[src/hdl/shuffled_lehmer_random_generator_top_defines.svh]
// Assertion macros for the shuffled Lehmer generator.
// No dependencies; the using module provides clk_i and rst_ni.
`ifndef SHUFFLED_LEHMER_RANDOM_GENERATOR_TOP_DEFINES_SVH
`define SHUFFLED_LEHMER_RANDOM_GENERATOR_TOP_DEFINES_SVH

// Check a property on every rising clock edge outside reset.
`define SLRG_ASSERT(lbl, prop, msg) \
  lbl: assert property (@(posedge clk_i) disable iff (!rst_ni) (prop)) else $error(msg);

// Check that a condition never holds outside reset.
`define SLRG_ASSERT_NEVER(lbl, prop, msg) \
  lbl: assert property (@(posedge clk_i) disable iff (!rst_ni) !(prop)) else $error(msg);

`endif

[src/hdl/slrg_pkg.sv]
// Types, constants and the modular fold of the shuffled Lehmer generator.
// No dependencies.
package slrg_pkg;

  localparam int unsigned GEN_W  = 32;
  localparam int unsigned VAL_W  = 31;
  localparam int unsigned MUL_W  = 15;
  localparam int unsigned PROD_W = GEN_W + MUL_W;

  localparam logic [MUL_W-1:0] LEHMER_MUL   = 15'd16807;
  localparam logic [VAL_W-1:0] LEHMER_MOD   = 31'h7FFF_FFFF;
  localparam int unsigned      WARMUP_EXTRA = 7;

  typedef enum logic [2:0] {
    S_IDLE,
    S_RS_MUL,
    S_RS_FOLD,
    S_RS_SLOT,
    S_D_RD,
    S_D_FOLD
  } slrg_state_e;

  // Reduce x * 16807 modulo 2^31-1: since 2^31 = 1 (mod M), add high part to low part.
  function automatic logic [VAL_W-1:0] lehmer_fold(input logic [PROD_W-1:0] p);
    logic [VAL_W:0] sum;
    sum = {1'b0, p[VAL_W-1:0]} + (VAL_W+1)'(p[PROD_W-1:VAL_W]);
    if (sum >= {1'b0, LEHMER_MOD}) begin
      sum = sum - {1'b0, LEHMER_MOD};
    end
    return sum[VAL_W-1:0];
  endfunction

endpackage

[src/hdl/shuffled_lehmer_random_generator_top.sv]
// Shuffled minimal-standard Lehmer generator with a Bays-Durham shuffle memory.
// Depends on slrg_pkg and shuffled_lehmer_random_generator_top_defines.svh.
// Draw: an accepted request waits in S_D_FOLD for a free output, then its item is registered;
// no new request is taken before that. A reseed first walks TABLE_DEPTH+8 S_RS_MUL/S_RS_FOLD steps.
// Reset: generator value and shuffle output clear to zero, so the first draw reseeds;
// the shuffle memory is not cleared and is filled by that reseed.
`include "shuffled_lehmer_random_generator_top_defines.svh"

module shuffled_lehmer_random_generator_top #(
  parameter int unsigned TABLE_DEPTH = 32
) (
  input  logic        clk_i,
  input  logic        rst_ni,
  input  logic        s_axis_tvalid,
  output logic        s_axis_tready,
  input  logic [31:0] s_axis_tdata,   // [31:0] seed_value (signed)
  input  logic        s_axis_tuser,   // [0] mode
  output logic        m_axis_tvalid,
  input  logic        m_axis_tready,
  output logic [63:0] m_axis_tdata    // [30:0] random_value, [61:31] generator_out, [63:62] 0
);

  localparam int unsigned GEN_W  = slrg_pkg::GEN_W;
  localparam int unsigned VAL_W  = slrg_pkg::VAL_W;
  localparam int unsigned PROD_W = slrg_pkg::PROD_W;
  localparam int unsigned IDX_W  = $clog2(TABLE_DEPTH);
  localparam int unsigned CNT_W  = $clog2(TABLE_DEPTH + slrg_pkg::WARMUP_EXTRA + 1);

  // Slot = shuffle output / SLOT_DIV, done as a multiply by a rounded-up reciprocal.
  localparam logic [31:0] SLOT_DIV = 32'(1 + (32'h7FFF_FFFE / TABLE_DEPTH));
  localparam int unsigned SLOT_L   = $clog2(SLOT_DIV);
  localparam int unsigned SLOT_SH  = VAL_W + SLOT_L;
  localparam logic [63:0] SLOT_RECIP_FULL =
    ((64'd1 << SLOT_SH) + 64'(SLOT_DIV) - 64'd1) / 64'(SLOT_DIV);
  localparam logic [31:0] SLOT_RECIP = SLOT_RECIP_FULL[31:0];

  slrg_pkg::slrg_state_e state_q, state_d;

  logic [CNT_W-1:0]  cnt_q, cnt_d;
  logic [GEN_W-1:0]  gen_q, gen_d;
  logic [VAL_W-1:0]  shuf_q, shuf_d;
  logic [IDX_W-1:0]  slot_q, slot_d;
  logic              out_valid_q, out_valid_d;
  logic [PROD_W-1:0] prod_q;
  logic [VAL_W-1:0]  rd_q;
  logic [VAL_W-1:0]  out_rand_q;
  logic [VAL_W-1:0]  out_gen_q;

  logic [VAL_W-1:0]  slot_mem [TABLE_DEPTH];

  logic              accept;
  logic [GEN_W-1:0]  gen_in;
  logic [GEN_W-1:0]  gen_neg;
  logic              need_reseed;
  logic [GEN_W-1:0]  mul_src;
  logic              prod_en;
  logic [VAL_W-1:0]  fold_val;
  logic              draw_fire;
  logic              mem_re;
  logic              mem_we;
  logic [IDX_W-1:0]  mem_waddr;
  logic [VAL_W-1:0]  slot_src;
  logic [62:0]       slot_prod;
  logic [62:0]       slot_quot;
  logic [IDX_W-1:0]  slot_next;

  assign accept      = s_axis_tvalid && s_axis_tready;
  assign gen_in      = s_axis_tuser ? s_axis_tdata : gen_q;
  assign gen_neg     = ~gen_in + 32'd1;
  assign need_reseed = gen_in[GEN_W-1] || (gen_in == '0) || (shuf_q == '0);
  assign fold_val    = slrg_pkg::lehmer_fold(prod_q);
  assign draw_fire   = (state_q == slrg_pkg::S_D_FOLD) && (!out_valid_q || m_axis_tready);

  assign slot_src  = (state_q == slrg_pkg::S_RS_SLOT) ? gen_q[VAL_W-1:0] : rd_q;
  assign slot_prod = {32'd0, slot_src} * {31'd0, SLOT_RECIP};
  assign slot_quot = slot_prod >> SLOT_SH;
  assign slot_next = (slot_quot >= 63'(TABLE_DEPTH)) ? IDX_W'(TABLE_DEPTH - 1)
                                                     : slot_quot[IDX_W-1:0];

  // Next state
  always_comb begin
    state_d = state_q;
    unique case (state_q)
      slrg_pkg::S_IDLE: begin
        if (accept) begin
          state_d = need_reseed ? slrg_pkg::S_RS_MUL : slrg_pkg::S_D_FOLD;
        end
      end
      slrg_pkg::S_RS_MUL:  state_d = slrg_pkg::S_RS_FOLD;
      slrg_pkg::S_RS_FOLD: begin
        state_d = (cnt_q == '0) ? slrg_pkg::S_RS_SLOT : slrg_pkg::S_RS_MUL;
      end
      slrg_pkg::S_RS_SLOT: state_d = slrg_pkg::S_D_RD;
      slrg_pkg::S_D_RD:    state_d = slrg_pkg::S_D_FOLD;
      slrg_pkg::S_D_FOLD: begin
        if (draw_fire) begin
          state_d = slrg_pkg::S_IDLE;
        end
      end
      default: state_d = slrg_pkg::S_IDLE;
    endcase
  end

  // Datapath control and next register values
  always_comb begin
    s_axis_tready = 1'b0;
    mul_src       = gen_q;
    prod_en       = 1'b0;
    mem_re        = 1'b0;
    mem_we        = 1'b0;
    mem_waddr     = slot_q;
    cnt_d         = cnt_q;
    gen_d         = gen_q;
    shuf_d        = shuf_q;
    slot_d        = slot_q;
    out_valid_d   = out_valid_q && !m_axis_tready;
    unique case (state_q)
      slrg_pkg::S_IDLE: begin
        s_axis_tready = 1'b1;
        mul_src       = gen_in;
        if (accept) begin
          cnt_d = CNT_W'(TABLE_DEPTH + slrg_pkg::WARMUP_EXTRA);
          if (need_reseed) begin
            gen_d = gen_in[GEN_W-1] ? gen_neg : 32'd1;
          end else begin
            gen_d   = gen_in;
            prod_en = 1'b1;
            mem_re  = 1'b1;
          end
        end
      end
      slrg_pkg::S_RS_MUL: begin
        prod_en = 1'b1;
      end
      slrg_pkg::S_RS_FOLD: begin
        gen_d     = {1'b0, fold_val};
        mem_waddr = cnt_q[IDX_W-1:0];
        // only the last TABLE_DEPTH steps fill the memory, top slot first
        mem_we    = (cnt_q < CNT_W'(TABLE_DEPTH));
        if (cnt_q == '0) begin
          shuf_d = fold_val;
        end else begin
          cnt_d = cnt_q - CNT_W'(1);
        end
      end
      slrg_pkg::S_RS_SLOT: begin
        slot_d = slot_next;
      end
      slrg_pkg::S_D_RD: begin
        prod_en = 1'b1;
        mem_re  = 1'b1;
      end
      slrg_pkg::S_D_FOLD: begin
        if (draw_fire) begin
          mem_we      = 1'b1;
          gen_d       = {1'b0, fold_val};
          shuf_d      = rd_q;
          slot_d      = slot_next;
          out_valid_d = 1'b1;
        end
      end
      default: ;
    endcase
  end

  always_ff @(posedge clk_i or negedge rst_ni) begin
    if (!rst_ni) begin
      state_q     <= slrg_pkg::S_IDLE;
      cnt_q       <= '0;
      gen_q       <= '0;
      shuf_q      <= '0;
      slot_q      <= '0;
      out_valid_q <= 1'b0;
    end else begin
      state_q     <= state_d;
      cnt_q       <= cnt_d;
      gen_q       <= gen_d;
      shuf_q      <= shuf_d;
      slot_q      <= slot_d;
      out_valid_q <= out_valid_d;
    end
  end

  always_ff @(posedge clk_i) begin
    if (prod_en) begin
      prod_q <= mul_src * PROD_W'(slrg_pkg::LEHMER_MUL);
    end
    if (draw_fire) begin
      out_rand_q <= rd_q;
      out_gen_q  <= fold_val;
    end
  end

  // Shuffle memory: one write port, one registered read port
  always_ff @(posedge clk_i) begin
    if (mem_we) begin
      slot_mem[mem_waddr] <= fold_val;
    end
    if (mem_re) begin
      rd_q <= slot_mem[slot_q];
    end
  end

  assign m_axis_tvalid = out_valid_q;
  assign m_axis_tdata  = {2'b00, out_gen_q, out_rand_q};

  `SLRG_ASSERT(a_reseed_starts, (accept && need_reseed) |=> (state_q == slrg_pkg::S_RS_MUL), "reseed not started")
  `SLRG_ASSERT(a_gen_in_range, draw_fire |=> (gen_q < {1'b0, slrg_pkg::LEHMER_MOD}), "generator value out of range")
  `SLRG_ASSERT_NEVER(a_write_outside_fold, mem_we && (state_q != slrg_pkg::S_RS_FOLD) && (state_q != slrg_pkg::S_D_FOLD), "memory write outside fold")
  `SLRG_ASSERT(a_out_from_draw, $rose(out_valid_q) |-> ($past(state_q) == slrg_pkg::S_D_FOLD), "item not from a draw")

endmodule
[config.mk]
export PLATFORM = sky130hd
export DESIGN_NAME = shuffled_lehmer_random_generator_top
export DESIGN_NICKNAME = d
export VERILOG_FILES = /design/src/hdl/slrg_pkg.sv /design/src/hdl/shuffled_lehmer_random_generator_top.sv
export VERILOG_INCLUDE_DIRS = /design/src /design/src/hdl
export SDC_FILE = /design/constraint.sdc
export NUM_CORES = 2
export LEC_CHECK = 0
export BUFFER_PORTS_ARGS = -buffer_cell sky130_fd_sc_hd__buf_2
export CAP_MARGIN = 20
export CORE_MARGIN = 3
export CORE_UTILIZATION = 55
export CTS_BUF_LIST = sky130_fd_sc_hd__clkbuf_8 sky130_fd_sc_hd__clkbuf_16
export CTS_CLUSTER_DIAMETER = 150
export DETAILED_ROUTE_END_ITERATION = 8
export PLACE_DENSITY = 0.74
export SLEW_MARGIN = 30
export SYNTH_ARGS = -nofsm -noshare
export SYNTH_HDL_FRONTEND = slang
export SYNTH_SLANG_ARGS = --single-unit
[constraint.sdc]
create_clock -name clk_i -period 7.1 [get_ports clk_i]
set_input_delay 1.775 -clock clk_i [delete_from_list [all_inputs] [get_ports clk_i]]
set_output_delay 1.775 -clock clk_i [all_outputs]
set_load 0.005 [all_outputs]
### Yosys cells after proc, flatten, opt, wreduce, memory -nomap -nowiden

Memory sizes are Yosys's and may differ from the RTL's. A register that Yosys moved wholly into a read port is not among the register bits.
Index checks and enable logic that the tools add are counted.

* bits of input ports: 37
* register bits: 187
* memories: 1
* output and inout port bits: 66
* logic and storage cells: 85
* RAM bits: 992

Memory list
* slot_mem: words 32, width 31, rd ports 1, clocked after Yosys merged registers in 1, write ports 1, line shuffled_lehmer_random_generator_top.sv:49 `logic [VAL_W-1:0] slot_mem [TABLE_DEPTH];`

* order comparisons: 3
* bitwise operators: 1
* mux-type cells: 35
* multiply operators: 1
* add/subtract/negate cells: 4
* reduce and logical (&&, ||, !) cells: 22
* eq/ne operators: 9

Operators with widths (count)
* 32-bit two-way mux: 6
* 31-bit two-way mux: 4
* 32-bit one-hot mux with 3 select lines: 1
* 31-bit one-hot mux with 2 select lines: 1
* 32-bit by 15-bit multiplier with 47-bit output (second input constant): 1
* 31-bit by 16-bit adder with 32-bit output: 1
* 32-bit by 1-bit adder with 32-bit output (second input constant): 1
* 32-bit by 31-bit >= comparator with 1-bit output (second input constant): 1
* 32-bit logical NOT: 1
* 32-bit inverter: 1
* 31-bit logical NOT: 1
* 31-bit subtractor (second input constant): 1
* 3-bit one-hot mux with 6 select lines: 1
* 5-bit two-way mux: 3
* 6-bit two-way mux: 2
* 6-bit one-hot mux with 2 select lines: 1
* 5-bit one-hot mux with 2 select lines: 1
* 3-bit two-way mux: 3
* 3-bit AND reduction: 3
* 1-bit two-way mux: 8
* 2-bit != test (second input constant): 4
* 3-bit by 2-bit equality test with 1-bit output (second input constant): 2
* 3-bit equality test (second input constant): 2
* 5-bit by 6-bit >= comparator with 1-bit output (second input constant): 1
* other kinds (14): 24

### Longest topological paths before layout

* depth after elaboration: 7
* mapped depth: 31
* mapped depth without buffers: 27

### Worst setup path after synthesis

No wires, ideal clock.

* kind: in2reg
* start point: input s_axis_tuser
* end point: register prod_q[45], data pin
* library setup time: 0.261 ns
* arrival: 9.541 ns
* buffers on the path: 7
* cell stages on the path: 29
* setup slack: -2.702 ns
* cells stage by stage: buf_2 buf_1 buf_1 and2_1 clkbuf_1 clkbuf_1 buf_2 mux2_2 fa_1 ha_1 inv_1 fa_1 inv_1 fa_1 fa_1 inv_1 fa_1 inv_1 ha_1 clkbuf_1 nand3_1 o41a_1 or3_1 o21ai_1 a41o_1 nor4_1 o41ai_2 o2111a_1 nor3_1

* cells in the longest elaborated chain, start to end: 3

Ends and longest elaborated chain
* start, declared: line shuffled_lehmer_random_generator_top.sv:17 `input logic s_axis_tuser,`
* 32-bit two-way mux: line shuffled_lehmer_random_generator_top.sv:68 `assign gen_in = s_axis_tuser ? s_axis_tdata : gen_q;`
* 32-bit two-way mux: line shuffled_lehmer_random_generator_top.sv:117 `unique case (state_q)`
* 32-bit by 15-bit multiplier with 47-bit output: line shuffled_lehmer_random_generator_top.sv:186 `prod_q <= mul_src * PROD_W'(slrg_pkg::LEHMER_MUL);`
* end signal, assigned: line shuffled_lehmer_random_generator_top.sv:186
* end, declared: line shuffled_lehmer_random_generator_top.sv:44 `logic [PROD_W-1:0] prod_q;`

No other way between the ends.
A chain may end at the register's enable or synchronous reset.

### Final worst setup path

* start point: input s_axis_tuser
* end point: register prod_q[46], data pin

The elaborated chain is that of the path after synthesis.

==> flow_summary.toml <==
[synth]
ys_types = 102
yosysTopAreaCellShare = 0.5919
ys_warn_count = 0
synthArstFlopShare = 0.06446
synth_flop_cell = "edfxtp_1"
synth_top_area_cell = "edfxtp_1"
netlist_instances = 3516
synth_area_um2 = 57430
ys_ff_latch = 1210
avgSynthCellArea_um2 = 16.33
seq_area_frac_synth = 0.6259
synth.top_cells.by_area = "edfxtp_1 (59%), mux4_2 (12%), ha_1 (4.6%)"
synth_edf_count = 1132

[sta]
worst_slew_pin_slew_ps = 1075
max_slew_margin = 0.2831
setup_viol = 6
hold_slack_ps = 452.7
rsz0062_at_grt = "true"
slew_violations = 0
period_share = 1.050
timing.final.ws_setup_ps = -355.5
fin_skew_ps = 35.95
period_needed_ps = 7455
max_freq_mhz = 134.1
hold_viol = 0

[placed_design]
dpl.cell_count = 5175
dp_hpwl_mm = 102.1
portBuffers = 100
gp_congestion = 0.9072
placed_area_um2 = 62340

[floorplanning]
core_um2 = 102800
io_pins = 103
placementRows = 117
die_h_um = 329.1
die-width_um = 329.1
initial_core_util = 0.5589
die_area_um2 = 108300

[grt]
grt.overflow.total = 0
grt_pass1_wl_mm = 235.6
grt_pass1_vias = 34277
grt_max_degree = 158
grt_usage = 0.3021
antenna_found_initial = 3

[critical_path]
start_kind = "input port"
crit_family = "adder cells"
worst_path_most_repeated_cell = "fa_1"
end_kind = "flop"
path_max_fanout = 7
crit_buf_inv = 7
max_stage_delay_ps = 540
slowest_stage = "fa_1"
worstPathRequired_ps = 7550
crit_arrival_ps = 7900
path_class = "input port to flop"

[final_layout]
fillCellCount = 7028
mostFrequentLayoutCell = "edfxtp_1"
area_delta_synth_final_pct = 16.26
fin_cells = 5412
drive_gt1_frac = 0.2948
design_area_um2 = 66770
final_nets = 4317
layout.cells.most_common_list = "edfxtp_1 (1132), inv_1 (325), buf_4 (325), mux4_2 (310), ha_1 (188)"

[cts]
cts_buffer_depth = 3
cts_made_buffers = 113
cts_tree = "yes"
htreeDepth = 3
cts.sinks = 1210
cts-root-buf = "clkbuf_16"
path_clk_slew_ps = 60
clkLatencyLatePin_ps = 720

[route]
drt-met1-wl_mm = 62.21
met2WireLength_mm = 77.03
route.detailed.drc = 0
drt-total-wl_mm = 162.1
vias_per_cell = 6.365
wl_met3_mm = 16.91
drt-pass1-iter-count = 5
drt_iter0_markers = 4422
wl_per_cell_um = 29.95
ant_nets = 0
top_layer = "met5"
via_count = 34447

[flow_run]
drv_cap = 0

[status]
status = "complete, but fails checks"
violations = "setup timing"

[hold_path]
hold_path.class = "flop to flop"
registers in the layout (all words and copies together) (netlist names):
register,cells
gen_q,32
shuf_q,31
slot_q,5
m_axis_tvalid,1
out_rand_q,31
rd_q,31
out_gen_q,31
state_q,3
cnt_q,6
prod_q,47
slot_mem,992
worst reg2reg max path, delay by kind of cell, from the launching register on:
family                     cells  cell delay (ps)
buffers and inverters          7              640
muxes                          1              310
adders and majority gates      8             3010
and+or+nand+nor                3              660
DFF                            1              400
AOI/OAI and AO/OA              9             1880
through the flow:
stage	setup slack (ps)	setup TNS, ps	utilization
floorplan	-1137	-14860	-
global placement	-1064	-15350	0.6058
detailed placement	-1200	-17300	0.6067
CTS	-277.6	-923.8	0.6453
global route	-452.5	-2403	0.6497
finish	-355.5	-1506	0.6497
final timing paths:
| check | depth (start not counted) | end | startpoint | slack (ps) |
|---|---|---|---|---|
| worst min-delay path | 0 | out_rand_q[23]$_DFFE_PP_ | rd_q[23]$_DFFE_PP_ | 450 |
| min in group asynchronous | 1 | gen_q[4]$_DFFE_PN0P_ | rst_ni | 840 |
| max in group asynchronous | 2 | slot_q[0]$_DFFE_PN0P_ | rst_ni | 5230 |
| worst max-delay path | 27 | prod_q[46]$_DFFE_PP_ | s_axis_tuser | -360 |
| worst max register to register | 28 | prod_q[46]$_DFFE_PP_ | state_q[2]$_DFFE_PN0P_ | -70 |
| worst min register to register | 0 | out_rand_q[23]$_DFFE_PP_ | rd_q[23]$_DFFE_PP_ | 450 |
Yosys cell counts, types with 8 or more instances:
| cell type | number |
|---|---|
| o31ai_1 | 11 |
| mux4_2 | 310 |
| a21o_1 | 34 |
| xnor2_1 | 76 |
| o21a_1 | 19 |
| and3_1 | 18 |
| nand3_1 | 44 |
| buf_1 | 27 |
| edfxtp_1 | 1132 |
| nand4_1 | 16 |
| nand2b_1 | 21 |
| nor3b_1 | 8 |
| and2_1 | 13 |
| o21bai_1 | 13 |
| mux2_2 | 62 |
| nor2_1 | 172 |
| nor4_1 | 20 |
| a211oi_1 | 12 |
| o21ai_0 | 89 |
| o211ai_1 | 13 |
| xor2_1 | 40 |
| ha_1 | 212 |
| nand2_1 | 142 |
| nor3_1 | 40 |
| a21oi_1 | 126 |
| mux2i_1 | 39 |
| inv_1 | 317 |
| o22ai_1 | 11 |
| buf_2 | 8 |
| o21ai_1 | 10 |
| clkbuf_1 | 103 |
| or3_1 | 12 |
| fa_1 | 123 |
| nand3b_1 | 8 |
| dfrtp_1 | 78 |
| a31oi_1 | 13 |
repair_timing:
item | 4_1_cts | 5_1_grt
cloned | 1 | 1
setup endpoints to repair | 8 | 12
pin swaps | 23 | 22
hold buffers | 0 | 0
resized for setup | 53 | 54
buffers inserted | 12 | 8
layout make-up:
type / count / area (um^2) / area share
timing repair buffer: 455 / 3431 / 0.05138
antenna: 1 / 2.502 / 0.00003748
clock inverter: 94 / 699.4 / 0.01047
multi-input combinational: 1847 / 20850 / 0.3122
clock buffer: 119 / 2922 / 0.04375
inverter: 318 / 1196 / 0.01791
sequential: 1210 / 35960 / 0.5386
tap: 1368 / 1712 / 0.02563
cells by family after synthesis:
| kind of cell | count (synthesis) | share of synthesized area |
|---|---|---|
| adders and majority gates | 336 | 0.08923 |
| DFF | 1210 | 0.6259 |
| buffers and inverters | 461 | 0.03054 |
| xor gates and xnor gates | 117 | 0.01797 |
| and+or+nand+nor | 545 | 0.04558 |
| muxes | 411 | 0.1405 |
| AOI/OAI and AO/OA | 435 | 0.05024 |
| other | 1 | 0.00006529 |
routing by layer:
metal | track usage | vias to the layer above
met5 | 0 | -
met4 | 0.09853 | 6
met3 | 0.06614 | 349
met2 | 0.4750 | 2041
met1 | 0.4262 | 17675
li1 | - | 14376
Power is not shown: default switching activity piles up to over one toggle a cycle in this logic, so the estimate is an artifact.
